`config.mk`:
```
export PLATFORM = sky130hd
export DESIGN_NAME = rtc_calendar_tracker_flat
export DESIGN_NICKNAME = d
export VERILOG_FILES = /design/src/design/rtc_pkg.sv /design/src/design/rtc_in_if.sv /design/src/design/rtc_out_if.sv /design/src/design/rtc_dp.sv /design/src/design/rtc_ctrl.sv /design/src/design/rtc_calendar_tracker.sv /design/src/flat_wrapper.sv
export SDC_FILE = /design/constraint.sdc
export NUM_CORES = 1
export LEC_CHECK = 0
export BUFFER_PORTS_ARGS = -buffer_cell sky130_fd_sc_hd__clkbuf_2
export CAP_MARGIN = 40
export CORE_MARGIN = 2
export CORE_UTILIZATION = 26
export CTS_CLUSTER_SIZE = 10
export DETAILED_ROUTE_END_ITERATION = 6
export GPL_TIMING_DRIVEN = 0
export PLACE_DENSITY = 0.47
export SYNTH_ARGS = -nofsm -noshare
export SYNTH_HDL_FRONTEND = slang
export SYNTH_HIERARCHICAL = 1
export SYNTH_SLANG_ARGS = --single-unit
```
`constraint.sdc`:
```
create_clock -name clk -period 6.95 [get_ports clk]
set_input_delay 2.085 -clock clk [delete_from_list [all_inputs] [get_ports clk]]
set_output_delay 2.085 -clock clk [all_outputs]
set_load 0.03 [all_outputs]
```
`src/design/rtc_pkg.sv`:
```
// Shared constants, command/status types and calendar tables for the RTC calendar tracker.
package rtc_pkg;

  localparam int CntW   = 32;
  localparam int YearW  = 8;
  localparam int MonW   = 4;
  localparam int DayW   = 5;
  localparam int HourW  = 5;
  localparam int MinW   = 6;
  localparam int SecW   = 6;
  localparam int ShiftW = 3;

  localparam logic [CntW-1:0] SecMin      = 32'd60;
  localparam logic [CntW-1:0] SecHour     = 32'd3600;
  localparam logic [CntW-1:0] SecDay      = 32'd86400;
  localparam logic [CntW-1:0] SecYear     = SecDay * 32'd365;
  localparam logic [CntW-1:0] SecLeap     = SecDay * 32'd366;
  localparam logic [CntW-1:0] SecBlock    = 32'd4 * SecYear + SecDay;
  localparam logic [CntW-1:0] MaxStepJump = 32'd180;

  localparam logic [MonW-1:0]  LastMonth = 4'd11;
  localparam logic [MonW-1:0]  NumMonths = 4'd12;
  localparam logic [HourW-1:0] LastHour  = 5'd23;
  localparam logic [MinW-1:0]  LastMin   = 6'd59;

  // datapath operations
  localparam logic [2:0] OP_NONE      = 3'd0;
  localparam logic [2:0] OP_LATCH     = 3'd1;
  localparam logic [2:0] OP_CONV_INIT = 3'd2;
  localparam logic [2:0] OP_INC_INIT  = 3'd3;
  localparam logic [2:0] OP_STEP      = 3'd4;
  localparam logic [2:0] OP_SEC       = 3'd5;
  localparam logic [2:0] OP_PUBLISH   = 3'd6;

  // compare/subtract step selectors
  localparam logic [2:0] SEL_BLK  = 3'd0;
  localparam logic [2:0] SEL_DAY  = 3'd1;
  localparam logic [2:0] SEL_HOUR = 3'd2;
  localparam logic [2:0] SEL_MIN  = 3'd3;
  localparam logic [2:0] SEL_LEAP = 3'd4;
  localparam logic [2:0] SEL_YEAR = 3'd5;
  localparam logic [2:0] SEL_MON  = 3'd6;
  localparam logic [2:0] SEL_INC  = 3'd7;

  typedef struct packed {
    logic [2:0]        op;
    logic [2:0]        sel;
    logic [ShiftW-1:0] shift;
  } dp_cmd_t;

  typedef struct packed {
    logic is_load;
    logic same;
    logic big;
    logic take;
  } dp_stat_t;

  function automatic logic [DayW-1:0] month_days(input logic leap, input logic [MonW-1:0] mon);
    logic [DayW-1:0] d;
    case (mon)
      4'd0, 4'd2, 4'd4, 4'd6, 4'd7, 4'd9, 4'd11: d = 5'd31;
      4'd3, 4'd5, 4'd8, 4'd10:                    d = 5'd30;
      4'd1:                                       d = leap ? 5'd29 : 5'd28;
      default:                                    d = 5'd30;
    endcase
    return d;
  endfunction

  // subtrahend for one compare/subtract step
  function automatic logic [CntW-1:0] step_cand(input logic [2:0] sel,
                                                input logic [ShiftW-1:0] shift,
                                                input logic leap,
                                                input logic [MonW-1:0] mon);
    logic [CntW-1:0] c;
    case (sel)
      SEL_BLK:  c = SecBlock << shift;
      SEL_DAY:  c = SecDay << shift;
      SEL_HOUR: c = SecHour << shift;
      SEL_MIN:  c = SecMin << shift;
      SEL_LEAP: c = SecLeap;
      SEL_YEAR: c = SecYear;
      SEL_MON:  c = CntW'(month_days(leap, mon)) * SecDay;
      default:  c = SecMin;
    endcase
    return c;
  endfunction

endpackage

```
`src/design/rtc_in_if.sv`:
```
// Input channel: counter reading and command with valid/ready.
interface rtc_in_if;
  import rtc_pkg::*;
  logic            valid;
  logic            ready;
  logic            cmd;
  logic [CntW-1:0] counter_value;
  modport source(output valid, output cmd, output counter_value, input ready);
  modport sink(input valid, input cmd, input counter_value, output ready);
endinterface

```
`src/design/rtc_out_if.sv`:
```
// Output channel: calendar fields and total seconds with valid/ready.
interface rtc_out_if;
  import rtc_pkg::*;
  logic             valid;
  logic             ready;
  logic [YearW-1:0] year;
  logic [MonW-1:0]  month;
  logic [DayW-1:0]  day;
  logic [HourW-1:0] hour;
  logic [MinW-1:0]  minute;
  logic [SecW-1:0]  second;
  logic [CntW-1:0]  total_seconds;
  modport source(output valid, output year, output month, output day, output hour,
                 output minute, output second, output total_seconds, input ready);
  modport sink(input valid, input year, input month, input day, input hour,
               input minute, input second, input total_seconds, output ready);
endinterface

```
`src/design/rtc_dp.sv`:
```
// Datapath: calendar state, remainder register, shared compare/subtract unit, output register.
module rtc_dp (
  input  logic                         clk,
  input  logic                         rst,
  input  rtc_pkg::dp_cmd_t             cmd,
  output rtc_pkg::dp_stat_t            stat,
  input  logic                         cfg_wr_en,
  input  logic [rtc_pkg::CntW-1:0]     cfg_wr_data,
  input  logic                         in_cmd,
  input  logic [rtc_pkg::CntW-1:0]     in_cnt,
  output logic [rtc_pkg::YearW-1:0]    out_year,
  output logic [rtc_pkg::MonW-1:0]     out_month,
  output logic [rtc_pkg::DayW-1:0]     out_day,
  output logic [rtc_pkg::HourW-1:0]    out_hour,
  output logic [rtc_pkg::MinW-1:0]     out_minute,
  output logic [rtc_pkg::SecW-1:0]     out_second,
  output logic [rtc_pkg::CntW-1:0]     out_total
);
  import rtc_pkg::*;

  logic [CntW-1:0]  offset;
  logic [CntW-1:0]  last;
  logic             cmd_q;
  logic [CntW-1:0]  cnt_q;
  logic [CntW-1:0]  rem;
  logic [YearW-1:0] year;
  logic [MonW-1:0]  month;
  logic [DayW-1:0]  day;
  logic [HourW-1:0] hour;
  logic [MinW-1:0]  minute;
  logic [SecW-1:0]  second;

  logic [CntW-1:0] jump;
  logic [CntW-1:0] cand;
  logic            leap;
  logic            take;
  logic            day_wrap;

  assign jump = cnt_q - last;
  assign leap = (year[1:0] == 2'b00);
  assign cand = step_cand(cmd.sel, cmd.shift, leap, month);
  // month scan stops at December whatever is left
  assign take = (rem >= cand) && !(cmd.sel == SEL_MON && month == LastMonth);
  assign day_wrap = ({1'b0, day} + 6'd1) >= {1'b0, month_days(leap, month)};

  assign stat.is_load = cmd_q;
  assign stat.same    = (cnt_q == last);
  assign stat.big     = (jump > MaxStepJump);
  assign stat.take    = take;

  always_ff @(posedge clk) begin
    if (rst) begin
      offset <= '0;
    end else if (cfg_wr_en) begin
      offset <= cfg_wr_data;
    end
  end

  always_ff @(posedge clk) begin
    if (cmd.op == OP_LATCH) begin
      cmd_q <= in_cmd;
      cnt_q <= in_cnt;
    end
  end

  always_ff @(posedge clk) begin
    if (rst) begin
      last   <= '0;
      year   <= '0;
      month  <= '0;
      day    <= '0;
      hour   <= '0;
      minute <= '0;
      second <= '0;
    end else begin
      case (cmd.op)
        OP_CONV_INIT: begin
          last   <= cnt_q;
          rem    <= offset + cnt_q;
          year   <= '0;
          month  <= '0;
          day    <= '0;
          hour   <= '0;
          minute <= '0;
        end
        OP_INC_INIT: begin
          last <= cnt_q;
          rem  <= CntW'(second) + jump;
        end
        OP_STEP: begin
          if (take) begin
            rem <= rem - cand;
          end
          case (cmd.sel)
            SEL_BLK:  year   <= {year[YearW-2:0], take};
            SEL_DAY:  day    <= {day[DayW-2:0], take};
            SEL_HOUR: hour   <= {hour[HourW-2:0], take};
            SEL_MIN:  minute <= {minute[MinW-2:0], take};
            // block count times four, plus one if past the leap year
            SEL_LEAP: year   <= {year[YearW-3:0], 2'b00} + YearW'(take);
            SEL_YEAR: year   <= year + YearW'(take);
            SEL_MON:  month  <= month + MonW'(take);
            SEL_INC: begin
              if (take) begin
                // one minute carry
                if (minute != LastMin) begin
                  minute <= minute + 6'd1;
                end else begin
                  minute <= '0;
                  if (hour != LastHour) begin
                    hour <= hour + 5'd1;
                  end else begin
                    hour <= '0;
                    if (!day_wrap) begin
                      day <= day + 5'd1;
                    end else begin
                      day <= '0;
                      if (month + 4'd1 < NumMonths) begin
                        month <= month + 4'd1;
                      end else begin
                        month <= '0;
                        year  <= year + 8'd1;
                      end
                    end
                  end
                end
              end else begin
                second <= rem[SecW-1:0];
              end
            end
            default: ;
          endcase
        end
        OP_SEC: second <= rem[SecW-1:0];
        default: ;
      endcase
    end
  end

  always_ff @(posedge clk) begin
    if (cmd.op == OP_PUBLISH) begin
      out_year   <= year;
      out_month  <= month;
      out_day    <= day;
      out_hour   <= hour;
      out_minute <= minute;
      out_second <= second;
      out_total  <= offset + last;
    end
  end

endmodule

```
`src/design/rtc_ctrl.sv`:
```
// Controller: sequences latch, conversion or increment steps, and output handoff.
module rtc_ctrl (
  input  logic              clk,
  input  logic              rst,
  input  logic              in_valid,
  output logic              in_ready,
  output logic              out_valid,
  input  logic              out_ready,
  output rtc_pkg::dp_cmd_t  cmd,
  input  rtc_pkg::dp_stat_t stat
);
  import rtc_pkg::*;

  localparam logic [3:0] S_IDLE   = 4'd0;
  localparam logic [3:0] S_DECIDE = 4'd1;
  localparam logic [3:0] S_BLK    = 4'd2;
  localparam logic [3:0] S_LEAP   = 4'd3;
  localparam logic [3:0] S_YEAR   = 4'd4;
  localparam logic [3:0] S_MON    = 4'd5;
  localparam logic [3:0] S_DAY    = 4'd6;
  localparam logic [3:0] S_HOUR   = 4'd7;
  localparam logic [3:0] S_MIN    = 4'd8;
  localparam logic [3:0] S_SEC    = 4'd9;
  localparam logic [3:0] S_INC    = 4'd10;
  localparam logic [3:0] S_DONE   = 4'd11;

  localparam logic [ShiftW-1:0] BlkTop  = 3'd5;  // block count < 64
  localparam logic [ShiftW-1:0] DayTop  = 3'd4;  // day < 32
  localparam logic [ShiftW-1:0] HourTop = 3'd4;  // hour < 32
  localparam logic [ShiftW-1:0] MinTop  = 3'd5;  // minute < 64

  logic [3:0]        state;
  logic [3:0]        state_next;
  logic [ShiftW-1:0] shift;
  logic [ShiftW-1:0] shift_next;
  logic              publish;

  assign in_ready = (state == S_IDLE);
  assign publish  = (cmd.op == OP_PUBLISH);

  always_comb begin
    state_next = state;
    shift_next = shift;
    cmd.op     = OP_NONE;
    cmd.sel    = SEL_BLK;
    cmd.shift  = shift;
    case (state)
      S_IDLE: begin
        if (in_valid) begin
          cmd.op     = OP_LATCH;
          state_next = S_DECIDE;
        end
      end
      S_DECIDE: begin
        if (stat.is_load || (!stat.same && stat.big)) begin
          cmd.op     = OP_CONV_INIT;
          state_next = S_BLK;
          shift_next = BlkTop;
        end else if (stat.same) begin
          state_next = S_DONE;
        end else begin
          cmd.op     = OP_INC_INIT;
          state_next = S_INC;
        end
      end
      S_BLK: begin
        cmd.op  = OP_STEP;
        cmd.sel = SEL_BLK;
        if (shift == '0) begin
          state_next = S_LEAP;
        end else begin
          shift_next = shift - 3'd1;
        end
      end
      S_LEAP: begin
        cmd.op     = OP_STEP;
        cmd.sel    = SEL_LEAP;
        state_next = stat.take ? S_YEAR : S_MON;
      end
      S_YEAR: begin
        cmd.op  = OP_STEP;
        cmd.sel = SEL_YEAR;
        if (!stat.take) begin
          state_next = S_MON;
        end
      end
      S_MON: begin
        cmd.op  = OP_STEP;
        cmd.sel = SEL_MON;
        if (!stat.take) begin
          state_next = S_DAY;
          shift_next = DayTop;
        end
      end
      S_DAY: begin
        cmd.op  = OP_STEP;
        cmd.sel = SEL_DAY;
        if (shift == '0) begin
          state_next = S_HOUR;
          shift_next = HourTop;
        end else begin
          shift_next = shift - 3'd1;
        end
      end
      S_HOUR: begin
        cmd.op  = OP_STEP;
        cmd.sel = SEL_HOUR;
        if (shift == '0) begin
          state_next = S_MIN;
          shift_next = MinTop;
        end else begin
          shift_next = shift - 3'd1;
        end
      end
      S_MIN: begin
        cmd.op  = OP_STEP;
        cmd.sel = SEL_MIN;
        if (shift == '0) begin
          state_next = S_SEC;
        end else begin
          shift_next = shift - 3'd1;
        end
      end
      S_SEC: begin
        cmd.op     = OP_SEC;
        state_next = S_DONE;
      end
      S_INC: begin
        cmd.op  = OP_STEP;
        cmd.sel = SEL_INC;
        if (!stat.take) begin
          state_next = S_DONE;
        end
      end
      S_DONE: begin
        if (!out_valid || out_ready) begin
          cmd.op     = OP_PUBLISH;
          state_next = S_IDLE;
        end
      end
      default: state_next = S_IDLE;
    endcase
  end

  always_ff @(posedge clk) begin
    if (rst) begin
      state     <= S_IDLE;
      shift     <= '0;
      out_valid <= 1'b0;
    end else begin
      state <= state_next;
      shift <= shift_next;
      if (publish) begin
        out_valid <= 1'b1;
      end else if (out_ready) begin
        out_valid <= 1'b0;
      end
    end
  end

endmodule

```
`src/design/rtc_calendar_tracker.sv`:
```
// RTC calendar tracker top level: controller plus datapath behind two valid/ready channels.
//
// Keeps a calendar (years since 2012 modulo 256, month, day, hour, minute,
// second) from readings of a free-running seconds counter. A load command
// (cmd = 1) stores the reading and converts epoch_offset + reading in full:
// the remainder is split into 4-year blocks of 1461 days, then years, then
// months, then day, hour and minute, one restoring compare/subtract per clock
// in a single shared 32-bit subtract unit. A check command (cmd = 0) adds the
// jump since the previous reading (modulo 2^32) to the seconds, carrying one
// minute per clock; a jump above 180 s triggers a full conversion and an
// unchanged reading leaves the calendar as is. A year is leap when
// (year mod 4) == 0, also after the year wraps. Every input transaction gives
// exactly one output transaction showing the calendar after it, with
// total_seconds = epoch_offset + last reading. From acceptance to the result
// in the output register, an unchanged reading goes straight to the handoff;
// an incremental check runs one carry step per minute carry (at most three);
// a full conversion runs the digit steps (6 block, 5 day, 5 hour, 6 minute),
// up to 3 year steps and up to 12 month steps. One transaction is worked at
// a time; the input is ready again in the cycle after the result is handed to
// the output register, which holds it until taken. The user must write
// epoch_offset through cfg_wr_en/cfg_wr_data only while idle; the block does
// not enforce it. It takes effect at the next full conversion and the next total_seconds.
module rtc_calendar_tracker (
  input  logic                     clk,
  input  logic                     rst,
  input  logic                     cfg_wr_en,
  input  logic [rtc_pkg::CntW-1:0] cfg_wr_data,
  rtc_in_if.sink                   in_ch,
  rtc_out_if.source                out_ch
);
  import rtc_pkg::*;

  dp_cmd_t  cmd;
  dp_stat_t stat;

  rtc_ctrl u_ctrl (
    .clk       (clk),
    .rst       (rst),
    .in_valid  (in_ch.valid),
    .in_ready  (in_ch.ready),
    .out_valid (out_ch.valid),
    .out_ready (out_ch.ready),
    .cmd       (cmd),
    .stat      (stat)
  );

  rtc_dp u_dp (
    .clk         (clk),
    .rst         (rst),
    .cmd         (cmd),
    .stat        (stat),
    .cfg_wr_en   (cfg_wr_en),
    .cfg_wr_data (cfg_wr_data),
    .in_cmd      (in_ch.cmd),
    .in_cnt      (in_ch.counter_value),
    .out_year    (out_ch.year),
    .out_month   (out_ch.month),
    .out_day     (out_ch.day),
    .out_hour    (out_ch.hour),
    .out_minute  (out_ch.minute),
    .out_second  (out_ch.second),
    .out_total   (out_ch.total_seconds)
  );

endmodule

```
`src/flat_wrapper.sv`:
```
// flat-port wrapper written by rule: the top's interface ports become plain ports
module rtc_calendar_tracker_flat import rtc_pkg::*;
  (clk, rst, cfg_wr_en, cfg_wr_data, in_ch_valid, in_ch_cmd, in_ch_counter_value, in_ch_ready, out_ch_valid, out_ch_year, out_ch_month, out_ch_day, out_ch_hour, out_ch_minute, out_ch_second, out_ch_total_seconds, out_ch_ready);
  rtc_in_if in_ch_i ();
  rtc_out_if out_ch_i ();
  input  logic clk;
  input  logic rst;
  input  logic cfg_wr_en;
  input  logic [rtc_pkg::CntW-1:0] cfg_wr_data;
  input wire logic [$bits(in_ch_i.valid)-1:0] in_ch_valid;
  input wire logic [$bits(in_ch_i.cmd)-1:0] in_ch_cmd;
  input wire logic [$bits(in_ch_i.counter_value)-1:0] in_ch_counter_value;
  output wire logic [$bits(in_ch_i.ready)-1:0] in_ch_ready;
  output wire logic [$bits(out_ch_i.valid)-1:0] out_ch_valid;
  output wire logic [$bits(out_ch_i.year)-1:0] out_ch_year;
  output wire logic [$bits(out_ch_i.month)-1:0] out_ch_month;
  output wire logic [$bits(out_ch_i.day)-1:0] out_ch_day;
  output wire logic [$bits(out_ch_i.hour)-1:0] out_ch_hour;
  output wire logic [$bits(out_ch_i.minute)-1:0] out_ch_minute;
  output wire logic [$bits(out_ch_i.second)-1:0] out_ch_second;
  output wire logic [$bits(out_ch_i.total_seconds)-1:0] out_ch_total_seconds;
  input wire logic [$bits(out_ch_i.ready)-1:0] out_ch_ready;
  assign in_ch_i.valid = in_ch_valid;
  assign in_ch_i.cmd = in_ch_cmd;
  assign in_ch_i.counter_value = in_ch_counter_value;
  assign in_ch_ready = in_ch_i.ready;
  assign out_ch_valid = out_ch_i.valid;
  assign out_ch_year = out_ch_i.year;
  assign out_ch_month = out_ch_i.month;
  assign out_ch_day = out_ch_i.day;
  assign out_ch_hour = out_ch_i.hour;
  assign out_ch_minute = out_ch_i.minute;
  assign out_ch_second = out_ch_i.second;
  assign out_ch_total_seconds = out_ch_i.total_seconds;
  assign out_ch_i.ready = out_ch_ready;
  rtc_calendar_tracker u_core (.clk(clk), .rst(rst), .cfg_wr_en(cfg_wr_en), .cfg_wr_data(cfg_wr_data), .in_ch(in_ch_i), .out_ch(out_ch_i));
endmodule
```
# Word-level counts from Yosys, hierarchy flattened
# Cells that the tools add are included.
[classes]
n_lt_le_gt_ge = 4
shift = 4
muxes = 65
reduce_logical = 31
mul = 1
n_bitwise = 1
addsub = 15
eq_ne = 58
[op_table]
columns = ["op", "count"]
rows = [
  ["32-bit one-hot mux with 7 select lines", 1],
  ["32-bit one-hot mux with 3 select lines", 1],
  ["32-bit adder", 2],
  ["32-bit subtractor", 2],
  ["4-bit two-way mux", 15],
  ["4-bit one-hot mux with 12 select lines", 1],
  ["5-bit two-way mux", 8],
  ["8-bit two-way mux", 5],
  ["5-bit one-hot mux with 2 select lines", 4],
  ["6-bit one-hot mux with 2 select lines", 3],
  ["6-bit by 32-bit adder with 32-bit output", 1],
  ["32-bit == test", 1],
  ["32-bit greater-or-equal comparator", 1],
  ["32-bit by 8-bit > comparator with 1-bit output (second input constant)", 1],
  ["32-bit two-way mux", 1],
  ["8-bit one-hot mux with 4 select lines", 1],
  ["12-bit by 3-bit << shifter with 32-bit output (first input constant)", 1],
  ["17-bit by 3-bit << shifter with 32-bit output (first input constant)", 1],
  ["27-bit by 3-bit << shifter with 32-bit output (first input constant)", 1],
  ["6-bit by 3-bit << shifter with 32-bit output (first input constant)", 1],
  ["3-bit one-hot mux with 5 select lines", 2],
  ["4-bit by 3-bit == test with 1-bit output (second input constant)", 7],
  ["2-bit inequality test (second input constant)", 14],
  ["4-bit == test (second input constant)", 6],
  ["48 further kinds", 98],
]
[totals]
reg_bits = 237
in_bits = 70
out_inout_bits = 68
wordCells = 200

# Logic depth before layout (Yosys ltp)
# Gate-level depths: netlist (run 1).
[depth]
ltp_word = 11
depth_mapped = 29
mapped_depth_nobuf = 26

# Modules after synthesis
# The synthesis (run 1) kept the hierarchy.
[by_module_without_submodules]
columns = ["mod", "area_per_inst_um2", "instances", "cells_per_inst"]
rows = [
  ["rtc_dp", 16648.5, 1, 1894],
  ["rtc_ctrl", 857.1, 1, 116],
]

# Worst setup path before layout (run 1)
# No wires, ideal clock.
[synth_timing]
path_kind = "register to register"
startpoint = "register u_core.u_dp.cnt_q[0]"
endpoint = "register u_core.u_dp.cmd_q (enable)"
stages_incl_launch_ff = 21
setup_ps = 471
required_time_ps = 6479
path_buffers = 1
path_slack_ps = -482
synth_period_minus_slack_ps = 7432
arrival_time_ps = 6961
path_cell_list = "edfxtp_1 > inv_1 > ha_1 > inv_1 > fa_1 > a211oi_2 > o211ai_2 > a211oi_2 > nor2_1 > nand2_1 > xor2_1 > or4b_1 > or3_1 > or4_1 > nor4b_2 > nand4_1 > nor3_1 > o21ai_1 > a211oi_1 > clkbuf_1 > nor3b_1"
[synth_lines]
columns = ["element", "line", "text"]
rows = [
  ["from (decl)", "rtc_dp.sv:24", "logic [CntW-1:0] cnt_q;"],
  ["from (signal assigned)", "rtc_dp.sv:62", "cnt_q <= in_cnt;"],
  ["to (signal assigned)", "rtc_dp.sv:61", "cmd_q <= in_cmd;"],
  ["to (decl)", "rtc_dp.sv:23", "logic cmd_q;"],
]

==> results.txt, run 1 <==
Initial Utilization: 26.16%
Final period util: 94.76%
Critical Path RT: 7400 ps
Reg clk slew, reported paths: 60 ps
TritonCTS Buffers: 31
Mapped Cells: 2,010
deepest clock path buffer count: 3
Max Slew Vio Count: 0
Crit Path Max Fanout: 10
P per Cell Area: 443.5 nW/µm²
power share of the clock group: 17.6%
CTS tree: built
max_slew headroom: 45.12%
RSZ-0062 raised after global routing: yes
final instance area: 20,660 µm²
vias in the first global route: 15,840
Ys Warns: 6
Area growth syn-to-layout: 18.05%
Final Net Count: 2,413
share of the yosys chip area belonging to registers: 34.59%
# hold bufs at CTS: 0
status: finished, final reports clean
switching power: 4.290 mW
EDFF count, synth: 131
remaining antenna violation count after routing: 0
Lkg Pwr: 8.053 nW
final setup fails: 0
Seq pwr share: 23.0%
initial antenna violation count: 0
Post-DP Area: 19,460 µm²
I/O pin cnt: 138
DIE AREA: 69,420 µm²
final hold vios: 0
Peak Freq: 0.1518 GHz
data arrival time of the worst path: 7040 ps
IO buf count: 136
count leader, synth: nand2_1
Yosys top cell by area: edfxtp_1
Die H: 263.5 µm
synthesized area per cell: 8.709 µm²
Syn Nets: 2,228
DRT iter0 DRCs: 1,005
maximum VDD drop: 0.2165 mV
all-layer global routing usage: 16.61%
wire length of the first global-routing pass: 91,930 µm
Synth top cells by count: nand2_1, a21oi_1, ha_1, nor2_1, edfxtp_1
Int Power: 4.874 mW
sw frac: 46.82%
clk root buf: clkbuf_16
Cell Area, Synth: 17,510 µm²
CTS H-Tree Depth: 1
gpl congestion: 0.8874
core area: 66,920 µm²
Clk Latency, worst-skew pair: 600 ps
combinational share of power: 59.4%
ys flop type: edfxtp_1
largest net degree at the start of global routing: 43
Yosys cell types: 93
final setup TNS: 0 ps
Synth async-reset ratio: 0%
WL/cell: 18.90 µm
ranking of synthesized cells by area: edfxtp_1, dfxtp_1, ha_1
vias per inst: 5.074
Std-Cell Rows: 95
measured slew at the worst slew-check pin: 823.2 ps
total gr overflow: 0
Yosys reg bits: 237
share of layout cells above drive strength 1: 13.43%
first-pass iteration count of the detailed router: 5
critical path type: reg2reg
CP endpoint kind: flop
crit path launch type: flop
Ant. Diodes: 0
Synth top area share: 22.47%
minimum clock period: 6586 ps
type of the worst min-delay path: reg2reg
wire length after detailed routing: 58,430 µm
Die W: 263.5 µm
Clock Skew: 28.57 ps
DP Wirelength: 46,630 µm
Sink Count: 237
Residual DRC: 0
routed vias: 15,690
Max Cap Viol: 0
==> final cells by class <==
| type | instances | area [µm²] |
|---|---|---|
| clock buffers | 50 | 929.6 |
| multi-input cells | 1597 | 10880 |
| repair buffers | 152 | 883.3 |
| fillers | 7022 | 46260 |
| inverters | 86 | 322.8 |
| flip-flops and latches | 237 | 6056 |
| clock inverters | 7 | 83.83 |
| plain buffers | 90 | 414.1 |
| well taps | 873 | 1092 |
==> sequential cells by signal (all words and copies together) (netlist names), 3 cells and up <==
signal and count:
u_core/u_dp/second 6, u_core/u_dp/out_year 8, u_core/u_dp/out_day 5, u_core/u_dp/out_hour 5
u_core/u_dp/offset 32, u_core/u_dp/minute 6, u_core/u_dp/rem 32, u_core/u_dp/out_month 4
u_core/u_dp/last 32, u_core/u_dp/hour 5, u_core/u_dp/out_total 32, u_core/u_ctrl/state 4
u_core/u_dp/month 4, u_core/u_dp/out_second 6, u_core/u_dp/out_minute 6, u_core/u_dp/year 8
u_core/u_dp/day 5, u_core/u_ctrl/shift 3, u_core/u_dp/cnt_q 32
==> critical path, stage by stage, from the launching register on <==
cell	delay (ps)
edfxtp_1	430
inv_1	80
ha_1	160
inv_1	50
fa_1	420
a211oi_2	310
o211ai_2	180
a211oi_2	320
nor2_2	140
nand2_1	180
xor2_4	240
or4b_1	460
or3_1	380
or4_1	440
nor4b_2	290
nand4_1	280
nor3_1	260
o21ai_1	90
a211oi_2	230
nand2b_4	220
nor2_2	120
a221oi_2	320
nand3_1	160
o21ai_4	290
o21ai_0	120
a22oi_1	210
nor2_1	60
==> kinds of logic (layout without fill, tap and decap cells) <==
family | after synthesis | count (layout) | share of synthesized area, %
simple gates | 644 | 644 | 17.96
compound gates | 615 | 615 | 22.75
flops | 237 | 237 | 34.59
buf+inv | 176 | 385 | 4.060
fa+ha+maj | 148 | 148 | 10.75
xor+xnor | 144 | 144 | 7.248
mux | 46 | 46 | 2.637
==> worst paths after layout <==
path                                           start                      end  slack (ps)  depth (start not counted)
worst max-delay path            u_core/u_dp/cnt_q[0]       u_core/u_dp/day[2]         360                         26
worst min-delay path             u_core/u_dp/year[2]  u_core/u_dp/out_year[2]         420                          0
worst max register to register  u_core/u_dp/cnt_q[0]       u_core/u_dp/day[2]         360                         26
worst min register to register   u_core/u_dp/year[2]  u_core/u_dp/out_year[2]         420                          0
==> repair_timing <==
action | in CTS | in global routing
setup endpoints to repair | 120 | 100
gates resized for setup | 20 | 28
buffers inserted | 0 | 6
pin swaps | 1 | 4
==> metal layers <==
metal	GRT usage, %	routed length, µm	vias up	part of all wire, %
met5	0	0	-	0
met4	4.695	1694	0	2.9
met3	1.852	1909	87	3.3
met2	29.34	28540	332	49
met1	21.27	26290	7471	45
li1	-	-	7798	-
==> power by group through the flow <==
stage               registers, mW  clock network, mW  logic (mW)
floorplan                    2.17                  0        3.73
global placement             2.15                  0        5.16
detailed placement           2.14                  0        5.28
CTS                          2.11               1.67        5.36
global route                 2.14               1.72        6.03
finish                       2.11               1.62        5.44
==> stage by stage <==
step	cells	setup WS [ps]	util, %	power, mW	hold WS, ps
floorplan	2010	682.6	-	5.900	406.4
global placement	3019	-1881	28.82	7.310	415.1
detailed placement	3029	-897.9	29.08	7.414	415.7
CTS	3086	3.350	30.71	9.147	427.4
global route	3092	-43.19	30.88	9.899	447.2
finish	3092	364.1	30.88	9.164	424.8
==> placed cells by master, fill, tap and decap left out, types with 33 or more instances in the layout <==
cell type,count
nand2_1,226
a21oi_1,193
clkbuf_2,147
ha_1,144
edfxtp_1,131
nor2_1,130
o21ai_0,126
dfxtp_1,106
xnor2_1,86
inv_1,83
nand3_1,61
xor2_1,56
clkbuf_1,54
a21o_1,52
mux2i_1,45
nor3_1,41
clkbuf_16,33
nor2b_1,33
Power figures use the tool's default switching activity.
==> run 2: changes to the inputs <==
- PLACE_DENSITY: 0.47 -> 0.46
- clock period: 6.95 -> 8.1 ns (I/O delays scaled with it)
==> results.txt, run 2 (synthesis results as in run 1) <==
status: finished, final reports clean
Fillers: 7,078
Crit path largest cell delay: 500 ps
first-pass iteration count of the detailed router: 5
Crit path max-delay family: compound AO/OA/AOI/OAI gates
max_slew headroom: 39.42%
Reg clk slew, reported paths: 50 ps
total setup buffers inserted after CTS: 0
critical path type: reg2reg
I/O pin cnt: 138
crit path buf inv count: 8
Critical path origin: u_core/u_ctrl/state[3]
power share of the clock group: 17.4%
Die W: 263.5 µm
vias in the first global route: 15,570
Sink Count: 237
CP endpoint: u_core/u_ctrl/state[3]
Initial Utilization: 26.16%
R2R Path End: u_core/u_ctrl/state[3]
sw frac: 47.19%
routed vias: 15,580
hold path depth: 0
all-layer global routing usage: 16.53%
DRT iter0 DRCs: 914
# hold bufs at CTS: 0
switching power: 3.640 mW
area of the multi-input gates: 10,760 µm²
Area growth syn-to-layout: 16.90%
most frequent cells in the layout: nand2_1, a21oi_1, ha_1, clkbuf_2, nor2_1
RSZ-0062 raised after global routing: no
Final period util: 92.59%
P per Cell Area: 376.9 nW/µm²
initial antenna violation count: 0
total gr overflow: 0
WL/cell: 18.94 µm
Critical Path RT: 8550 ps
commonest non-fill, non-tap cell in the layout: nand2_1
Die H: 263.5 µm
final hold vios: 0
core area: 66,920 µm²
reg2reg start: u_core/u_ctrl/state[3]
CP endpoint kind: flop
Int Power: 4.073 mW
Lkg Pwr: 7.947 nW
vias per inst: 5.043
final setup TNS: 0 ps
crit path launch type: flop
remaining antenna violation count after routing: 0
data arrival time of the worst path: 7950 ps
worst hold start: u_core/u_dp/month[3]
Seq pwr share: 23.4%
Clk Latency, worst-skew pair: 600 ps
crit path max-delay cell type: clkbuf_1
combinational share of power: 59.2%
minimum clock period: 7500 ps
reg-to-reg slack, setup: 600 ps
R2R depth: 26
share of layout cells above drive strength 1: 12.14%
Max Cap Viol: 0
type of the worst min-delay path: reg2reg
CTS tree: built
deepest clock path buffer count: 3
wire length after detailed routing: 58,520 µm
CP Depth: 26
most frequent cell on the critical path: clkbuf_1
largest net degree at the start of global routing: 42
Residual DRC: 0
Power Total: 7.713 mW
Max Slew Vio Count: 0
final setup fails: 0
IO buf count: 136
wire length of the first global-routing pass: 91,270 µm
Final Net Count: 2,409
gpl congestion: 0.8672
Std-Cell Rows: 95
CTS H-Tree Depth: 1
Clock Skew: 19.82 ps
TritonCTS Buffers: 31
Crit Path Max Fanout: 10
maximum VDD drop: 0.2108 mV
sequential cell area: 6056 µm²
Ant. Diodes: 0
clk root buf: clkbuf_16
Peak Freq: 0.1333 GHz
measured slew at the worst slew-check pin: 905.4 ps
DP Wirelength: 46,830 µm
cts repair resizes: 0
DIE AREA: 69,420 µm²
==> run 2: per-stage QoR <==
step | instances | area, µm² | hold slack, ps | setup WS (ps) | util, %
detailed placement | 3031 | 19460 | 418.0 | 195.8 | 29.08
floorplan | 2010 | 17510 | 406.4 | 668.2 | -
CTS | 3089 | 20460 | 431.8 | 174.9 | 30.57
finish | 3089 | 20460 | 427.1 | 600.3 | 30.58
global route | 3089 | 20460 | 445.5 | 82.03 | 30.58
global placement | 3019 | 19280 | 416.0 | -3167 | 28.81
==> run 2: how the worst min path moves through the flow <==
| stage | endpoint | slack (ps) |
|---|---|---|
| after floorplan | u_core/u_dp/out_month[2] | 410 |
| after global placement | u_core/u_dp/out_month[3] | 420 |
| after detailed placement | u_core/u_dp/out_month[3] | 420 |
| after CTS | u_core/u_dp/out_month[3] | 430 |
| after global routing | u_core/u_dp/out_month[3] | 450 |
| final | u_core/u_dp/out_month[3] | 430 |
==> run 2: power by group through the flow <==
stage | logic (mW) | registers, mW | clock network, mW
floorplan | 3.20 | 1.87 | 0
global placement | 4.44 | 1.85 | 0
detailed placement | 4.53 | 1.83 | 0
CTS | 4.57 | 1.81 | 1.41
global route | 5.07 | 1.84 | 1.44
finish | 4.56 | 1.81 | 1.34
==> run 2: area by class of cell <==
cell class	count	area share [%]
Inverter	86	1.577
Tap cell	873	5.338
Sequential cell	237	29.59
Clock buffer	50	4.433
Buffer	90	1.908
Multi-Input combinational cell	1597	52.58
Clock inverter	8	0.4280
Timing Repair Buffer	148	4.146
==> run 2: per-layer routing <==
layer / vias to the layer above / GRT usage (%) / wire length (µm)
li1: 7775 / - / -
met1: 7404 / 21.02 / 26290
met2: 330 / 29.47 / 28780
met3: 70 / 1.684 / 1865
met4: 0 / 4.741 / 1581
met5: - / 0 / 0
==> run 2: worst register-to-register path, stage by stage, from the launching register on <==
cell and delay [ps]:
dfxtp_1 340, buf_4 180, buf_2 240, buf_2 260, xnor2_1 90, nor2_1 270, clkbuf_1 370, clkbuf_1 400
clkbuf_1 500, a22oi_1 190, o21ai_0 320, nand2_1 120, ha_1 360, o21ai_0 80, a221o_1 420, nor4_1 480
o2111ai_1 210, a31oi_1 370, o31a_1 400, o21ai_1 340, inv_1 330, buf_4 210, and4bb_1 200, a21oi_1 50
a32oi_2 310, mux2i_1 260, a211oi_2 60
